--- config.mk ---
export PLATFORM = sky130hd
export DESIGN_NAME = load_cell_tare_weigh_core
export DESIGN_NICKNAME = d
export VERILOG_FILES = /design/src/hdl/lctw_pkg.sv /design/src/hdl/load_cell_tare_weigh_core.sv /design/src/hdl/lctw_csr.sv /design/src/hdl/lctw_serial_div.sv
export SDC_FILE = /design/constraint.sdc
export NUM_CORES = 1
export LEC_CHECK = 0
export CORE_AREA = 8 8 183 185
export CTS_CLUSTER_DIAMETER = 40
export CTS_CLUSTER_SIZE = 24
export DETAILED_ROUTE_END_ITERATION = 10
export DIE_AREA = 0 0 191 193
export DONT_BUFFER_PORTS = 1
export PLACE_DENSITY_LB_ADDON = 0.12
export SETUP_SLACK_MARGIN = 0.02
export SLEW_MARGIN = 30
export SYNTH_ARGS = -nofsm -noshare
export SYNTH_HDL_FRONTEND = slang
export SYNTH_SLANG_ARGS = --single-unit
--- constraint.sdc ---
create_clock -name clock -period 4 [get_ports clock]
set_input_delay 0.2 -clock clock [delete_from_list [all_inputs] [get_ports clock]]
set_output_delay 0.2 -clock clock [all_outputs]
set_load 0.05 [all_outputs]
--- src/hdl/lctw_pkg.sv ---
// Shared widths, register codes, reset values and the config struct of the
// tare and weigh block. Depends on nothing.
`default_nettype none
package lctw_pkg;

   localparam int RAW_W          = 24;
   localparam int FRAC_W         = 8;
   localparam int WDIV_W         = RAW_W + FRAC_W;
   localparam int WEIGHT_W       = 20;
   localparam int SCALE_W        = 16;
   localparam int LIMIT_W        = 8;
   localparam int BUCKET_KEEP_W  = 15;
   localparam int BUCKET_SIZE_DEF = 1000;

   localparam int CSR_ADDR_W     = 3;
   localparam int CSR_DATA_W     = 32;

   localparam logic REG_SCALE_Q8   = 1'b0;
   localparam logic REG_IDLE_LIMIT = 1'b1;

   localparam logic [SCALE_W-1:0] SCALE_RESET      = 16'd17920;
   localparam logic [LIMIT_W-1:0] IDLE_LIMIT_RESET = 8'd200;
   localparam logic [LIMIT_W-1:0] IDLE_COUNT_MAX   = 8'd255;

   localparam logic signed [WEIGHT_W-1:0] WEIGHT_MAX = 20'sh7FFFF;
   localparam logic signed [WEIGHT_W-1:0] WEIGHT_MIN = 20'sh80000;
   localparam logic [WDIV_W-1:0] WEIGHT_POS_LIM = WDIV_W'(524287);
   localparam logic [WDIV_W-1:0] WEIGHT_NEG_LIM = WDIV_W'(524288);

   typedef struct packed {
      logic [SCALE_W-1:0] scale_q8;
      logic [LIMIT_W-1:0] idle_limit;
   } cfg_type;

endpackage
`default_nettype wire

--- src/hdl/load_cell_tare_weigh_core.sv ---
// Load-cell tare and weigh core: top level.
// Depends on lctw_pkg, lctw_csr and lctw_serial_div.
//
// Input channel req_*: one averaged signed 24-bit count per word, plus a
// tare request that retakes the tare on the sample after this one. Result
// channel rsp_*: exactly one word per input word, in order: net weight in
// grams, weight_shown, tare_taken and sleep_request.
// Each word runs through two bit-serial dividers side by side: a 32-step
// one for (raw - tare) * 256 / scale_q8 and a 24-step one for the idle
// bucket raw / BUCKET_SIZE. The 32-step divider sets the pace: req_ready
// returns as the result shows, so no word is taken while one is being divided.
// The result sits in an output register; while it waits, the next word is
// accepted and computed. A finished result that finds the output register
// still full holds until rsp_ready frees it, and no new word is taken.
// Reset (synchronous) clears the tare, the first-sample flag, the idle
// bucket and count, and loads the register defaults (scale 70.0, limit 200).
// Registers scale_q8 (byte 0) and idle_limit (byte 4) sit on the APB port.
`default_nettype none
module load_cell_tare_weigh_core #(
   parameter int BUCKET_SIZE = lctw_pkg::BUCKET_SIZE_DEF
) (
   input  wire logic                                   clock,
   input  wire logic                                   reset,
   input  wire logic                                   req_valid,
   output logic                                        req_ready,
   input  wire logic signed [lctw_pkg::RAW_W-1:0]      req_raw_count,
   input  wire logic                                   req_tare_request,
   output logic                                        rsp_valid,
   input  wire logic                                   rsp_ready,
   output logic signed      [lctw_pkg::WEIGHT_W-1:0]   rsp_weight,
   output logic                                        rsp_weight_shown,
   output logic                                        rsp_tare_taken,
   output logic                                        rsp_sleep_request,
   input  wire logic                                   psel,
   input  wire logic                                   penable,
   input  wire logic                                   pwrite,
   input  wire logic        [lctw_pkg::CSR_ADDR_W-1:0] paddr,
   input  wire logic        [lctw_pkg::CSR_DATA_W-1:0] pwdata,
   output logic             [lctw_pkg::CSR_DATA_W-1:0] prdata,
   output logic                                        pready
);

   localparam int RAW_W    = lctw_pkg::RAW_W;
   localparam int WDIV_W   = lctw_pkg::WDIV_W;
   localparam int WEIGHT_W = lctw_pkg::WEIGHT_W;
   localparam int KEEP_W   = lctw_pkg::BUCKET_KEEP_W;
   localparam int BDIV_W   = $clog2(BUCKET_SIZE + 1);
   localparam logic [BDIV_W-1:0] BUCKET_DIV = BDIV_W'(BUCKET_SIZE);

   typedef enum logic [2:0] {
      ST_IDLE = 3'b001,
      ST_RUN  = 3'b010,
      ST_HOLD = 3'b100
   } state_type;

   lctw_pkg::cfg_type cfg;

   state_type                   state_ff, state_in;
   logic                        first_done_ff, first_done_in;
   logic                        tare_valid_ff, tare_valid_in;
   logic signed [RAW_W-1:0]     tare_value_ff, tare_value_in;
   logic [KEEP_W-1:0]           prev_bucket_ff, prev_bucket_in;
   logic [lctw_pkg::LIMIT_W-1:0] idle_count_ff, idle_count_in;
   logic                        wdone_ff, wdone_in;
   logic                        bdone_ff, bdone_in;
   logic                        rsp_valid_ff, rsp_valid_in;

   logic signed [RAW_W-1:0]     raw_ff;
   logic                        treq_ff;
   logic                        raw_neg_ff;
   logic                        diff_neg_ff;
   logic                        diff_zero_ff;
   logic                        shown_ff;
   logic                        taken_ff;
   logic                        discard_ff;
   logic signed [WEIGHT_W-1:0]  rsp_weight_ff, rsp_weight_in;
   logic                        rsp_shown_ff;
   logic                        rsp_taken_ff;
   logic                        rsp_sleep_ff, rsp_sleep_in;

   logic                        accept;
   logic                        all_done;
   logic                        out_free;
   logic                        finish;
   logic signed [RAW_W:0]       diff;
   logic [RAW_W-1:0]            diff_mag;
   logic [RAW_W-1:0]            raw_mag;
   logic                        w_done;
   logic [WDIV_W-1:0]           w_quot;
   logic                        b_done;
   logic [RAW_W-1:0]            b_quot;
   logic [KEEP_W-1:0]           bucket;
   logic                        same_bucket;
   logic [lctw_pkg::LIMIT_W-1:0] count_inc;

   lctw_csr u_csr (
      .clock   (clock),
      .reset   (reset),
      .psel    (psel),
      .penable (penable),
      .pwrite  (pwrite),
      .paddr   (paddr),
      .pwdata  (pwdata),
      .prdata  (prdata),
      .pready  (pready),
      .cfg     (cfg)
   );

   assign accept    = req_valid && req_ready;
   assign req_ready = (state_ff == ST_IDLE);
   assign diff      = {req_raw_count[RAW_W-1], req_raw_count}
                    - {tare_value_ff[RAW_W-1], tare_value_ff};
   assign diff_mag  = diff[RAW_W] ? RAW_W'(-diff) : diff[RAW_W-1:0];
   assign raw_mag   = req_raw_count[RAW_W-1] ? RAW_W'(-req_raw_count)
                                             : req_raw_count;

   lctw_serial_div #(
      .DIVIDEND_W (WDIV_W),
      .DIVISOR_W  (lctw_pkg::SCALE_W)
   ) u_wdiv (
      .clock    (clock),
      .reset    (reset),
      .start    (accept),
      .dividend ({diff_mag, {lctw_pkg::FRAC_W{1'b0}}}),
      .divisor  (cfg.scale_q8),
      .done     (w_done),
      .quotient (w_quot)
   );

   lctw_serial_div #(
      .DIVIDEND_W (RAW_W),
      .DIVISOR_W  (BDIV_W)
   ) u_bdiv (
      .clock    (clock),
      .reset    (reset),
      .start    (accept),
      .dividend (raw_mag),
      .divisor  (BUCKET_DIV),
      .done     (b_done),
      .quotient (b_quot)
   );

   assign all_done    = (wdone_ff || w_done) && (bdone_ff || b_done);
   assign out_free    = !rsp_valid_ff || rsp_ready;
   assign finish      = ((state_ff == ST_RUN && all_done) || state_ff == ST_HOLD)
                        && out_free;
   assign bucket      = raw_neg_ff ? KEEP_W'(-b_quot[KEEP_W-1:0]) : b_quot[KEEP_W-1:0];
   assign same_bucket = (bucket == prev_bucket_ff);
   assign count_inc   = (idle_count_ff == lctw_pkg::IDLE_COUNT_MAX) ? idle_count_ff
                                                                    : idle_count_ff + 1'b1;

   always_comb begin
      case (state_ff)
         ST_IDLE: state_in = accept ? ST_RUN : ST_IDLE;
         ST_RUN: begin
            if (all_done) state_in = out_free ? ST_IDLE : ST_HOLD;
            else          state_in = ST_RUN;
         end
         ST_HOLD: state_in = out_free ? ST_IDLE : ST_HOLD;
         default: state_in = ST_IDLE;
      endcase
   end

   always_comb begin
      if (!shown_ff) begin
         rsp_weight_in = '0;
      end else if (cfg.scale_q8 == '0) begin
         if (diff_zero_ff)     rsp_weight_in = '0;
         else if (diff_neg_ff) rsp_weight_in = lctw_pkg::WEIGHT_MIN;
         else                  rsp_weight_in = lctw_pkg::WEIGHT_MAX;
      end else if (!diff_neg_ff) begin
         rsp_weight_in = (w_quot > lctw_pkg::WEIGHT_POS_LIM) ? lctw_pkg::WEIGHT_MAX
                                                              : w_quot[WEIGHT_W-1:0];
      end else begin
         rsp_weight_in = (w_quot > lctw_pkg::WEIGHT_NEG_LIM) ? lctw_pkg::WEIGHT_MIN
                                                              : -w_quot[WEIGHT_W-1:0];
      end
   end

   always_comb begin
      first_done_in  = first_done_ff;
      tare_valid_in  = tare_valid_ff;
      tare_value_in  = tare_value_ff;
      prev_bucket_in = prev_bucket_ff;
      idle_count_in  = idle_count_ff;
      rsp_sleep_in   = 1'b0;
      if (finish) begin
         if (discard_ff) begin
            first_done_in = 1'b1;
         end else begin
            if (taken_ff) begin
               tare_value_in = raw_ff;
               tare_valid_in = 1'b1;
            end
            if (treq_ff) tare_valid_in = 1'b0;
            if (!same_bucket) begin
               prev_bucket_in = bucket;
               idle_count_in  = '0;
            end else begin
               idle_count_in = count_inc;
               rsp_sleep_in  = (count_inc >= cfg.idle_limit);
            end
         end
      end
   end

   always_comb begin
      wdone_in = wdone_ff || w_done;
      bdone_in = bdone_ff || b_done;
      if (accept) begin
         wdone_in = 1'b0;
         bdone_in = 1'b0;
      end
      if (finish)         rsp_valid_in = 1'b1;
      else if (rsp_ready) rsp_valid_in = 1'b0;
      else                rsp_valid_in = rsp_valid_ff;
   end

   always_ff @(posedge clock) begin
      if (reset) begin
         state_ff       <= ST_IDLE;
         first_done_ff  <= 1'b0;
         tare_valid_ff  <= 1'b0;
         tare_value_ff  <= '0;
         prev_bucket_ff <= '0;
         idle_count_ff  <= '0;
         wdone_ff       <= 1'b0;
         bdone_ff       <= 1'b0;
         rsp_valid_ff   <= 1'b0;
      end else begin
         state_ff       <= state_in;
         first_done_ff  <= first_done_in;
         tare_valid_ff  <= tare_valid_in;
         tare_value_ff  <= tare_value_in;
         prev_bucket_ff <= prev_bucket_in;
         idle_count_ff  <= idle_count_in;
         wdone_ff       <= wdone_in;
         bdone_ff       <= bdone_in;
         rsp_valid_ff   <= rsp_valid_in;
      end
   end

   always_ff @(posedge clock) begin
      if (accept) begin
         raw_ff       <= req_raw_count;
         treq_ff      <= req_tare_request;
         raw_neg_ff   <= req_raw_count[RAW_W-1];
         diff_neg_ff  <= diff[RAW_W];
         diff_zero_ff <= (diff == '0);
         discard_ff   <= !first_done_ff;
         shown_ff     <= first_done_ff && tare_valid_ff;
         taken_ff     <= first_done_ff && !tare_valid_ff;
      end
      if (finish) begin
         rsp_weight_ff <= rsp_weight_in;
         rsp_shown_ff  <= shown_ff;
         rsp_taken_ff  <= taken_ff;
         rsp_sleep_ff  <= rsp_sleep_in;
      end
   end

   assign rsp_valid         = rsp_valid_ff;
   assign rsp_weight        = rsp_weight_ff;
   assign rsp_weight_shown  = rsp_shown_ff;
   assign rsp_tare_taken    = rsp_taken_ff;
   assign rsp_sleep_request = rsp_sleep_ff;

endmodule
`default_nettype wire

--- src/hdl/lctw_csr.sv ---
// APB-style register file holding scale_q8 and idle_limit.
// Depends on lctw_pkg.
`default_nettype none
module lctw_csr (
   input  wire logic                              clock,
   input  wire logic                              reset,
   input  wire logic                              psel,
   input  wire logic                              penable,
   input  wire logic                              pwrite,
   input  wire logic [lctw_pkg::CSR_ADDR_W-1:0]   paddr,
   input  wire logic [lctw_pkg::CSR_DATA_W-1:0]   pwdata,
   output logic      [lctw_pkg::CSR_DATA_W-1:0]   prdata,
   output logic                                   pready,
   output lctw_pkg::cfg_type                      cfg
);

   lctw_pkg::cfg_type cfg_ff, cfg_in;
   logic              wr_en;
   logic              reg_idx;

   assign reg_idx = paddr[2];
   assign wr_en   = psel && penable && pwrite;
   assign pready  = 1'b1;
   assign cfg     = cfg_ff;

   always_comb begin
      cfg_in = cfg_ff;
      if (wr_en) begin
         case (reg_idx)
            lctw_pkg::REG_SCALE_Q8:   cfg_in.scale_q8   = pwdata[lctw_pkg::SCALE_W-1:0];
            lctw_pkg::REG_IDLE_LIMIT: cfg_in.idle_limit = pwdata[lctw_pkg::LIMIT_W-1:0];
            default:                  cfg_in = cfg_ff;
         endcase
      end
   end

   always_comb begin
      case (reg_idx)
         lctw_pkg::REG_SCALE_Q8:
            prdata = lctw_pkg::CSR_DATA_W'(cfg_ff.scale_q8);
         lctw_pkg::REG_IDLE_LIMIT:
            prdata = lctw_pkg::CSR_DATA_W'(cfg_ff.idle_limit);
         default:
            prdata = '0;
      endcase
   end

   always_ff @(posedge clock) begin
      if (reset) begin
         cfg_ff.scale_q8   <= lctw_pkg::SCALE_RESET;
         cfg_ff.idle_limit <= lctw_pkg::IDLE_LIMIT_RESET;
      end else begin
         cfg_ff <= cfg_in;
      end
   end

endmodule
`default_nettype wire

--- src/hdl/lctw_serial_div.sv ---
// Bit-serial restoring divider: one quotient bit per cycle, MSB first.
// Dividend shifts out of a register while quotient bits shift in. No deps.
`default_nettype none
module lctw_serial_div #(
   parameter int DIVIDEND_W = 32,
   parameter int DIVISOR_W  = 16
) (
   input  wire logic                  clock,
   input  wire logic                  reset,
   input  wire logic                  start,
   input  wire logic [DIVIDEND_W-1:0] dividend,
   input  wire logic [DIVISOR_W-1:0]  divisor,
   output logic                       done,
   output logic      [DIVIDEND_W-1:0] quotient
);

   localparam int CNT_W = $clog2(DIVIDEND_W + 1);
   localparam logic [CNT_W-1:0] LAST_STEP = CNT_W'(DIVIDEND_W - 1);

   logic                  busy_ff, busy_in;
   logic                  done_ff, done_in;
   logic [CNT_W-1:0]      cnt_ff, cnt_in;
   logic [DIVISOR_W-1:0]  rem_ff, rem_in;
   logic [DIVIDEND_W-1:0] dq_ff, dq_in;
   logic [DIVISOR_W-1:0]  dvs_ff, dvs_in;

   logic [DIVISOR_W:0]    trial;
   logic [DIVISOR_W:0]    trial_sub;
   logic                  fits;

   assign trial     = {rem_ff, dq_ff[DIVIDEND_W-1]};
   assign trial_sub = trial - {1'b0, dvs_ff};
   assign fits      = trial >= {1'b0, dvs_ff};
   assign done      = done_ff;
   assign quotient  = dq_ff;

   always_comb begin
      busy_in = busy_ff;
      done_in = 1'b0;
      cnt_in  = cnt_ff;
      rem_in  = rem_ff;
      dq_in   = dq_ff;
      dvs_in  = dvs_ff;
      if (start) begin
         busy_in = 1'b1;
         cnt_in  = '0;
         rem_in  = '0;
         dq_in   = dividend;
         dvs_in  = divisor;
      end else if (busy_ff) begin
         dq_in  = {dq_ff[DIVIDEND_W-2:0], fits};
         rem_in = fits ? trial_sub[DIVISOR_W-1:0] : trial[DIVISOR_W-1:0];
         cnt_in = cnt_ff + 1'b1;
         if (cnt_ff == LAST_STEP) begin
            busy_in = 1'b0;
            done_in = 1'b1;
         end
      end
   end

   always_ff @(posedge clock) begin
      if (reset) begin
         busy_ff <= 1'b0;
         done_ff <= 1'b0;
         cnt_ff  <= '0;
      end else begin
         busy_ff <= busy_in;
         done_ff <= done_in;
         cnt_ff  <= cnt_in;
      end
   end

   always_ff @(posedge clock) begin
      rem_ff <= rem_in;
      dq_ff  <= dq_in;
      dvs_ff <= dvs_in;
   end

endmodule
`default_nettype wire

==> impl_results.md, run 1 <==
- Status: completed
- Synth Instances: 1588
- Unrepaired setup endpoints after global routing: false
- WP data arrival: 4.00 ns
- Worst Setup SP: tare_value_ff[1]$_SDFFE_PP0P_
- Wirelength per Cell: 16.5 um
- Finished layout cell area: 0.0162 sq mm
- FP Rows: 65
- Root Driver: clkbuf_16
- WL final: 33700 um
- Core footprint: 0.0308 sq mm
- #FFs+latches synth: 245
- DRC viols: 0
- Number of primary I/O pins: 125
- Total CTS buffers: 39
- CP bufs+invs: 1
- Seq/Total Area, Yosys: 0.431
- CTS clock-pin slew for the worst setup and hold paths: 0.06 ns
- Max-slew violations: 0
- Switching share of total power: 0.283
- Worst-Skew Late Latency: 0.55 ns
- Endpoints failing setup: 0
- Placed cell area: 0.0144 sq mm
- Req. time, crit path: 4.25 ns
- Post-Syn Area: 0.0141 sq mm
- Pleak: 6.15 nW
- Fin cells: 2045
- Die Area: 0.0369 sq mm
- Crit start category: register
- First-pass GRT wire length: 54300 um
- GRT Total Usage: 0.181
- Clock Sinks: 245
- H-Tree Depth: 2
- Crit-path slowest cell: or4b_4
- Power share of the clock group: 0.453
- Dpl hpwl: 23000 um
- Initial antenna violation count: 0
- CP Class: reg2reg
- Synth area leader: edfxtp_1
- Fill count: 2842
- Post-synth cell types: 87
- HP Class: in2reg
- Drt via density: 5.46
- Largest net degree at the start of global routing: 80
- Critical-path cell list: inv_1 > ha_1 > nor2b_4 > o2111a_1 > or4_4 > a211oi_4 > o221ai_2 > nor4b_4 > or4b_4 > o31ai_2 > xor2_1 > o21ai_1
- Seq pwr share: 0.387
- Syn_area_per_cell: 8.87 sq um
- CP top delay family: simple AND/OR/NAND/NOR gates
- P per Cell Area: 480 mW/mm^2
- Comb power frac: 0.160
- Setup Skew: 0.0299 ns
- Main area contributors after synthesis: edfxtp_1 (25%), dfxtp_1 (18%), nand2_1 (5.5%), ha_1 (5.0%), a21oi_1 (4.8%)
- Pint: 5.59 mW
- Min-Delay Startpoint: req_raw_count[23]
- Achievable Freq: 0.267 GHz
- TritonCTS clock tree: built
- Layout Nets: 1738
- Layout Area Growth over Synthesis: 15.3%
- Placed insts: 1928
- Normalized max-slew margin: 0.332
- Net Sw Power: 2.21 mW
- N_diodes: 0
- Warnings, synthesis: 0
- Drt first-iter violations: 769
- RD Place Congestion: 0.831
- Die Wd: 191 um
- IO Port Bufs: 0
- Fin crit period: 3.75 ns
- Top-area cell type share of the netlist area: 0.249
- Worst flop-to-flop path startpoint: tare_value_ff[1]$_SDFFE_PP0P_
- Die Y: 193 um
- Hold_ws: 0.0428 ns
- Prevailing post-synth register cell: dfxtp_1
- CP max stage delay: 0.54 ns
- Worst reg2reg setup slack: 0.25 ns
- Period utilisation layout: 0.937
- Bufs on Longest Clock Path: 3
- Final TNS setup: 0 ns
- Drt first pass iters: 7
- Remaining global-route overflow: 0
- Asr flop ratio synth: 0
- Post-synth EDFFs: 117
- Worst vdd ir: 0.000396 V
- Via count: 11200
- Final Hold Fails: 0
- Max cap viols: 0
- Critical Path Fanout Max: 4
- Critical Path End Type: register
- Layout cell share with drive strength beyond 1: 0.0785
- Routed Antenna Nets: 0
- Worst-Margin Slew: 1.00 ns
- Vias in the first global route: 10500
- Starting Density: 0.457
## power by group through the flow
stage / Sequential, mW / Clock [mW] / Combinational [mW]
2_1_floorplan: 2.99 / 0 / 1.02
3_3_place_gp: 3.07 / 0 / 1.16
3_5_place_dp: 3.07 / 0 / 1.17
4_1_cts: 3.02 / 3.61 / 1.24
5_1_grt: 3.04 / 3.72 / 1.40
6_report: 3.02 / 3.53 / 1.25
## through the flow
step                utilization  total power [mW]  setup WS [ns]
finish                    0.527              7.80          0.252
detailed placement        0.466              4.25          0.231
CTS                       0.525              7.88          0.183
global route              0.527              8.16         0.0300
floorplan                     -              4.01          0.442
global placement          0.466              4.23          0.223
## flip-flops by register name, indices dropped and copies added (netlist names), 3 cells and up
| register | count |
|---|---|
| u_bdiv.cnt_ff | 5 |
| u_bdiv.rem_ff | 10 |
| prev_bucket_ff | 15 |
| tare_value_ff | 24 |
| u_wdiv.rem_ff | 16 |
| u_wdiv.dvs_ff | 16 |
| idle_count_ff | 8 |
| raw_ff | 24 |
| u_wdiv.quotient | 32 |
| u_csr.cfg | 24 |
| u_wdiv.cnt_ff | 6 |
| state_ff | 3 |
| u_bdiv.quotient | 24 |
| rsp_weight | 20 |
## worst min-delay path, stage by stage
cell,delay (ns)
o21ai_0,0.07
xor2_1,0.07
o21ai_0,0.13
## what timing repair did
action	CTS	global route
resized for setup	0	1
setup buffers	0	0
hold buffers	44	1
hold endpoints to repair	128	13
endpoints found under the setup margin	0	4
## cell usage after synthesis (28+ instances only)
master	instances
dfxtp_1	128
nor2_1	142
clkbuf_1	66
nand2_1	205
xor2_1	63
mux2i_1	31
ha_1	56
edfxtp_1	117
inv_1	79
nor3_1	28
nand3_1	46
a21oi_1	136
o21ai_0	93
xnor2_1	51
## routing by layer
| layer | global-route usage | routed length [um] | vias up |
|---|---|---|---|
| met5 | 0 | 0 | - |
| met3 | 0.0360 | 1770 | 61 |
| met2 | 0.284 | 14900 | 256 |
| met1 | 0.243 | 16200 | 5188 |
| met4 | 0.0698 | 912 | 0 |
| li1 | - | - | 5660 |
## path summary, 6_finish.rpt
| kind | endpoint | depth (start not counted) |
|---|---|---|
| worst min register to register | tare_valid_ff$_SDFFE_PP0P_ | 1 |
| worst max-delay path | u_wdiv.quotient[27]$_DFFE_PP_ | 12 |
| worst max register to register | u_wdiv.quotient[27]$_DFFE_PP_ | 12 |
| worst min-delay path | u_bdiv.quotient[22]$_DFFE_PP_ | 3 |
## cell type report
type	count	area, sq um	share of cell area
multi-input combinational	1186	7370	0.454
sequential	245	6080	0.374
clock buffer	45	1050	0.0647
timing repair buffer	60	601	0.0370
tap	402	503	0.0310
clock inverter	26	333	0.0205
inverter	81	304	0.0187
## cell usage in the layout, fill, tap and decap left out, drive strengths merged, types with 19 or more instances in the layout
cell type,instances
a21oi,136
clkbuf,45
nand2,205
dlygate4sd3,44
xor2,63
dfxtp,128
xnor2,51
a211oi,19
ha,56
o21ai,111
nor2b,19
edfxtp,117
nor3,28
nor2,142
nand3,47
inv,90
mux2i,31
## cell families (layout without fill, tap and decap cells)
| group | after synthesis | after routing | share of synthesized area |
|---|---|---|---|
| other | 2 | 17 | 0.000533 |
| multiplexers | 41 | 41 | 0.0300 |
| buffers and inverters | 172 | 212 | 0.0512 |
| AO/OA/AOI/OAI | 391 | 391 | 0.173 |
| adder cells (fa/ha/maj) | 58 | 58 | 0.0526 |
| AND/OR/NAND/NOR | 565 | 565 | 0.191 |
| flip-flops | 245 | 245 | 0.431 |
| XOR/XNOR | 114 | 114 | 0.0709 |
Note: power is estimated with default switching activity, not from simulation.
==> run 2, diff against run 1 <==
--- a/config.mk
+++ b/config.mk
@@ -6,6 +6,7 @@
 export NUM_CORES = 1
 export LEC_CHECK = 0
 export CORE_AREA = 8 8 183 185
+export CTS_BUF_LIST = sky130_fd_sc_hd__clkbuf_4
 export CTS_CLUSTER_DIAMETER = 40
 export CTS_CLUSTER_SIZE = 24
 export DETAILED_ROUTE_END_ITERATION = 10
==> impl_results.md, run 2 (synthesized netlist as in run 1, its figures left out) <==
- First-pass GRT wire length: 54500 um
- Crit-path slowest cell: or4b_4
- Vias in the first global route: 10500
- Most common cell after layout, fill and taps aside: nand2_1
- WP data arrival: 4.18 ns
- Critical Path End Type: register
- Initial antenna violation count: 2
- Achievable Freq: 0.265 GHz
- WL final: 33800 um
- Routed Antenna Nets: 0
- Wirelength per Cell: 16.4 um
- CP Class: reg2reg
- Final TNS setup: 0 ns
- RD Place Congestion: 0.831
- Worst-Skew Late Latency: 0.73 ns
- Worst-Margin Slew: 1.00 ns
- Most frequent cells in the layout: nand2_1 (203), nor2_1 (142), a21oi_1 (135)
- Core footprint: 0.0308 sq mm
- Bufs on Longest Clock Path: 3
- Total CTS buffers: 39
- CTS clock-pin slew for the worst setup and hold paths: 0.12 ns
- Die Area: 0.0369 sq mm
- Req. time, crit path: 4.41 ns
- Max-slew violations: 0
- FP Rows: 65
- Drt first pass iters: 5
- Largest net degree at the start of global routing: 81
- Remaining global-route overflow: 0
- Critical-path cell list: inv_1 > ha_1 > nor2b_4 > o2111a_1 > or4_4 > a211oi_4 > o221ai_2 > nor4b_4 > or4b_4 > o31ai_2 > xor2_1 > o21ai_1
- Design Power: 6.38 mW
- IO Port Bufs: 0
- Setup Skew: 0.0645 ns
- CP max stage delay: 0.53 ns
- Number of primary I/O pins: 125
- Status: completed
- Placed insts: 1928
- Die Y: 193 um
- Fin crit period: 3.78 ns
- Layout Nets: 1758
- HP Class: in2reg
- TritonCTS clock tree: built
- Via count: 11200
- CP top delay family: simple AND/OR/NAND/NOR gates
- Endpoints failing setup: 0
- DRC viols: 0
- H-Tree Depth: 2
- Max cap viols: 0
- Worst vdd ir: 0.000227 V
- Layout Area Growth over Synthesis: 11.9%
- CP bufs+invs: 1
- Starting Density: 0.457
- Hold_ws: 0.0852 ns
- Die Wd: 191 um
- GRT Total Usage: 0.182
- Worst slack at placement: 0.231 ns
- Layout cell share with drive strength beyond 1: 0.0806
- Pleak: 5.93 nW
- Unrepaired setup endpoints after global routing: false
- Root Driver: clkbuf_4
- Crit start category: register
- Drt first-iter violations: 677
- Max FFs per register: 32
- Setup ws final: 0.221 ns
- Drt via density: 5.41
- Dpl hpwl: 23000 um
- Clock Sinks: 245
- Final Hold Fails: 0
- Period utilisation layout: 0.945
- Critical Path Fanout Max: 4
- Normalized max-slew margin: 0.332
- P per Cell Area: 405 mW/mm^2
- Fin cells: 2067
run 2: cell count changes in the layout (fill, tap and decap cells not counted), sizes merged:
cell	before	now
buf	16	18
clkbuf	45	43
bufinv	5	7
dlygate4sd3	44	62
diode	0	2
run 2: area by class of cell:
type,instances,area (sq um)
multi-input combinational,1186,7370
fill,2913,15100
timing repair buffer,80,796
inverter,81,304
tap,402,503
antenna,2,5.00
clock buffer,43,323
clock inverter,28,375
sequential,245,6080
run 2: worst register-to-register path, stage by stage, from the launching register on:
cell	delay [ns]
dfxtp_1	0.39
inv_1	0.06
ha_1	0.26
nor2b_4	0.14
o2111a_1	0.26
or4_4	0.51
a211oi_4	0.31
o221ai_2	0.21
nor4b_4	0.30
or4b_4	0.53
o31ai_2	0.21
xor2_1	0.20
o21ai_1	0.08
run 2: power breakdown:
group | switching [mW] | leakage [nW] | total, mW | internal [mW]
sequential | 0.173 | 2.16 | 3.01 | 2.84
clock | 1.06 | 0.378 | 2.11 | 1.04
combinational | 0.760 | 3.39 | 1.26 | 0.503
run 2: path summary, 6_finish.rpt:
kind,depth (start not counted),to,slack (ns),from
max,12,u_wdiv.quotient[27]$_DFFE_PP_,0.22,tare_value_ff[1]$_SDFFE_PP0P_
min,4,u_bdiv.quotient[11]$_DFFE_PP_,0.09,req_raw_count[9]
min reg2reg,1,tare_valid_ff$_SDFFE_PP0P_,0.44,treq_ff$_DFFE_PP_
max reg2reg,12,u_wdiv.quotient[27]$_DFFE_PP_,0.22,tare_value_ff[1]$_SDFFE_PP0P_
run 2: metrics by stage:
step / utilization / cell area [sq um]
2_1_floorplan: - / 14100
3_3_place_gp: 0.466 / 14400
3_5_place_dp: 0.466 / 14400
4_1_cts: 0.509 / 15700
5_1_grt: 0.511 / 15800
6_report: 0.511 / 15800
run 2: routing by layer:
metal	wire length [um]	part of all wire	GRT usage
met1	16400	0.48	0.244
met2	15000	0.44	0.287
met3	1620	0.048	0.0371
met4	777	0.023	0.0641
met5	13	0.00038	0
run 2: what timing repair did:
item,in CTS,in global routing
resized for setup,0,3
hold buffers,63,0
endpoints found under the hold margin,143,0
setup buffers,0,2
setup endpoints to repair,0,6
==> run 3, diff against run 2 <==
--- a/config.mk
+++ b/config.mk
@@ -5,12 +5,12 @@
 export SDC_FILE = /design/constraint.sdc
 export NUM_CORES = 1
 export LEC_CHECK = 0
-export CORE_AREA = 8 8 183 185
+export CORE_AREA = 2 2 177 179
 export CTS_BUF_LIST = sky130_fd_sc_hd__clkbuf_4
 export CTS_CLUSTER_DIAMETER = 40
 export CTS_CLUSTER_SIZE = 24
 export DETAILED_ROUTE_END_ITERATION = 10
-export DIE_AREA = 0 0 191 193
+export DIE_AREA = 0 0 179 181
 export DONT_BUFFER_PORTS = 1
 export PLACE_DENSITY_LB_ADDON = 0.12
 export SETUP_SLACK_MARGIN = 0.02
==> impl_results.md, run 3 (synthesized netlist as in run 1, its figures left out) <==
- Critical Path Fanout Max: 4
- Bufs on Longest Clock Path: 3
- HP Class: in2reg
- CTS clock-pin slew for the worst setup and hold paths: 0.13 ns
- Layout cell share with drive strength beyond 1: 0.0789
- Most common cell after layout, fill and taps aside: nand2_1
- Endpoints failing setup: 0
- Normalized max-slew margin: 0.359
- Core footprint: 0.0303 sq mm
- Starting Density: 0.464
- Wirelength per Cell: 16.1 um
- Pleak: 5.93 nW
- WL final: 33400 um
- Via count: 11300
- Max-slew violations: 0
- Setup Skew: 0.0427 ns
- Drt via density: 5.44
- Placed insts: 1926
- Remaining global-route overflow: 0
- First-pass GRT wire length: 55400 um
- Die Y: 181 um
- Period utilisation layout: 0.931
- DRC viols: 0
- Final TNS setup: 0 ns
- Critical-path cell list: inv_1 > ha_1 > nor2b_4 > o2111a_1 > or4_4 > a211oi_4 > o221ai_2 > nor4b_4 > or4b_4 > o41ai_2 > xor2_1 > o21ai_1
- Most frequent cells in the layout: nand2_1 (205), nor2_1 (141), a21oi_1 (135)
- TritonCTS clock tree: built
- Placed cell area: 0.0144 sq mm
- Clock Sinks: 245
- Drt first-iter violations: 799
- Unrepaired setup endpoints after global routing: false
- RD Place Congestion: 0.848
- H-Tree Depth: 2
- IO Port Bufs: 0
- WP data arrival: 4.10 ns
- CP top delay family: simple AND/OR/NAND/NOR gates
- Number of primary I/O pins: 125
- Crit-path slowest cell: or4b_4
- Routed Antenna Nets: 0
- GRT Total Usage: 0.209
- Critical Path End Type: register
- Die Area: 0.0324 sq mm
- # Post-CTS Setup Buffers: 0
- Layout Area Growth over Synthesis: 11.6%
- Die Wd: 179 um
- Design Power: 6.05 mW
- Fin crit period: 3.72 ns
- Worst-Margin Slew: 0.960 ns
- Finished layout cell area: 0.0157 sq mm
- Hold_ws: 0.0205 ns
- Worst-Skew Late Latency: 0.66 ns
- Status: completed
- CP bufs+invs: 1
- Drt first pass iters: 5
- Vias in the first global route: 10900
- Max FFs per register: 32
- P per Cell Area: 385 mW/mm^2
- Worst vdd ir: 0.000215 V
- Initial antenna violation count: 2
- Achievable Freq: 0.269 GHz
- Crit start category: register
- FP Rows: 64
- Dpl hpwl: 22600 um
- Layout Nets: 1769
- CP max stage delay: 0.53 ns
- Final Hold Fails: 0
- Root Driver: clkbuf_4
- Total CTS buffers: 37
- Largest net degree at the start of global routing: 80
- CP Class: reg2reg
- Fin cells: 2072
- Req. time, crit path: 4.37 ns
- Max cap viols: 0
run 3: metal layers:
metal,GRT usage,part of all wire
met1,0.294,0.49
met4,0.0637,0.023
met3,0.0366,0.045
met5,0,0
met2,0.326,0.45
run 3: final cells by class:
class | count | area, sq um
fillers | 2878 | 14600
multi-input cells | 1186 | 7360
flip-flops and latches | 245 | 6080
repair buffers | 93 | 908
well taps | 396 | 495
clock buffers | 42 | 315
inverters | 81 | 304
clock inverters | 26 | 251
diodes | 3 | 7.51
run 3: path summary, 6_finish.rpt:
kind / depth (start not counted) / end / startpoint / slack [ns]
min: 3 / u_bdiv.quotient[9]$_DFFE_PP_ / req_raw_count[8] / 0.02
max: 12 / u_wdiv.quotient[31]$_DFFE_PP_ / tare_value_ff[1]$_SDFFE_PP0P_ / 0.28
max reg2reg: 12 / u_wdiv.quotient[31]$_DFFE_PP_ / tare_value_ff[1]$_SDFFE_PP0P_ / 0.28
min reg2reg: 1 / tare_valid_ff$_SDFFE_PP0P_ / treq_ff$_DFFE_PP_ / 0.45
run 3: worst reg2reg max path: cells and delay by family, from the launching register on:
family / cells / cell delay [ns]
AND/OR/NAND/NOR: 4 / 1.50
AO/OA/AOI/OAI: 5 / 1.07
flip-flops: 1 / 0.39
adder cells (fa/ha/maj): 1 / 0.27
XOR/XNOR: 1 / 0.17
buffers and inverters: 1 / 0.06
run 3: per-stage QoR:
step	utilization	worst slack, ns
floorplan	-	0.442
CTS	0.517	0.254
finish	0.518	0.276
detailed placement	0.473	0.311
global route	0.518	0.0529
global placement	0.473	0.312
run 3: what timing repair did:
item	4_1_cts	5_1_grt
gates resized for setup	0	2
endpoints found under the setup margin	0	4
hold buffers	74	0
endpoints found under the hold margin	128	0
run 3: report_power, final:
group,switching (mW),leakage [nW],internal [mW]
Clock,1.05,0.318,0.720
Combinational,0.754,3.45,0.508
Sequential,0.176,2.16,2.84
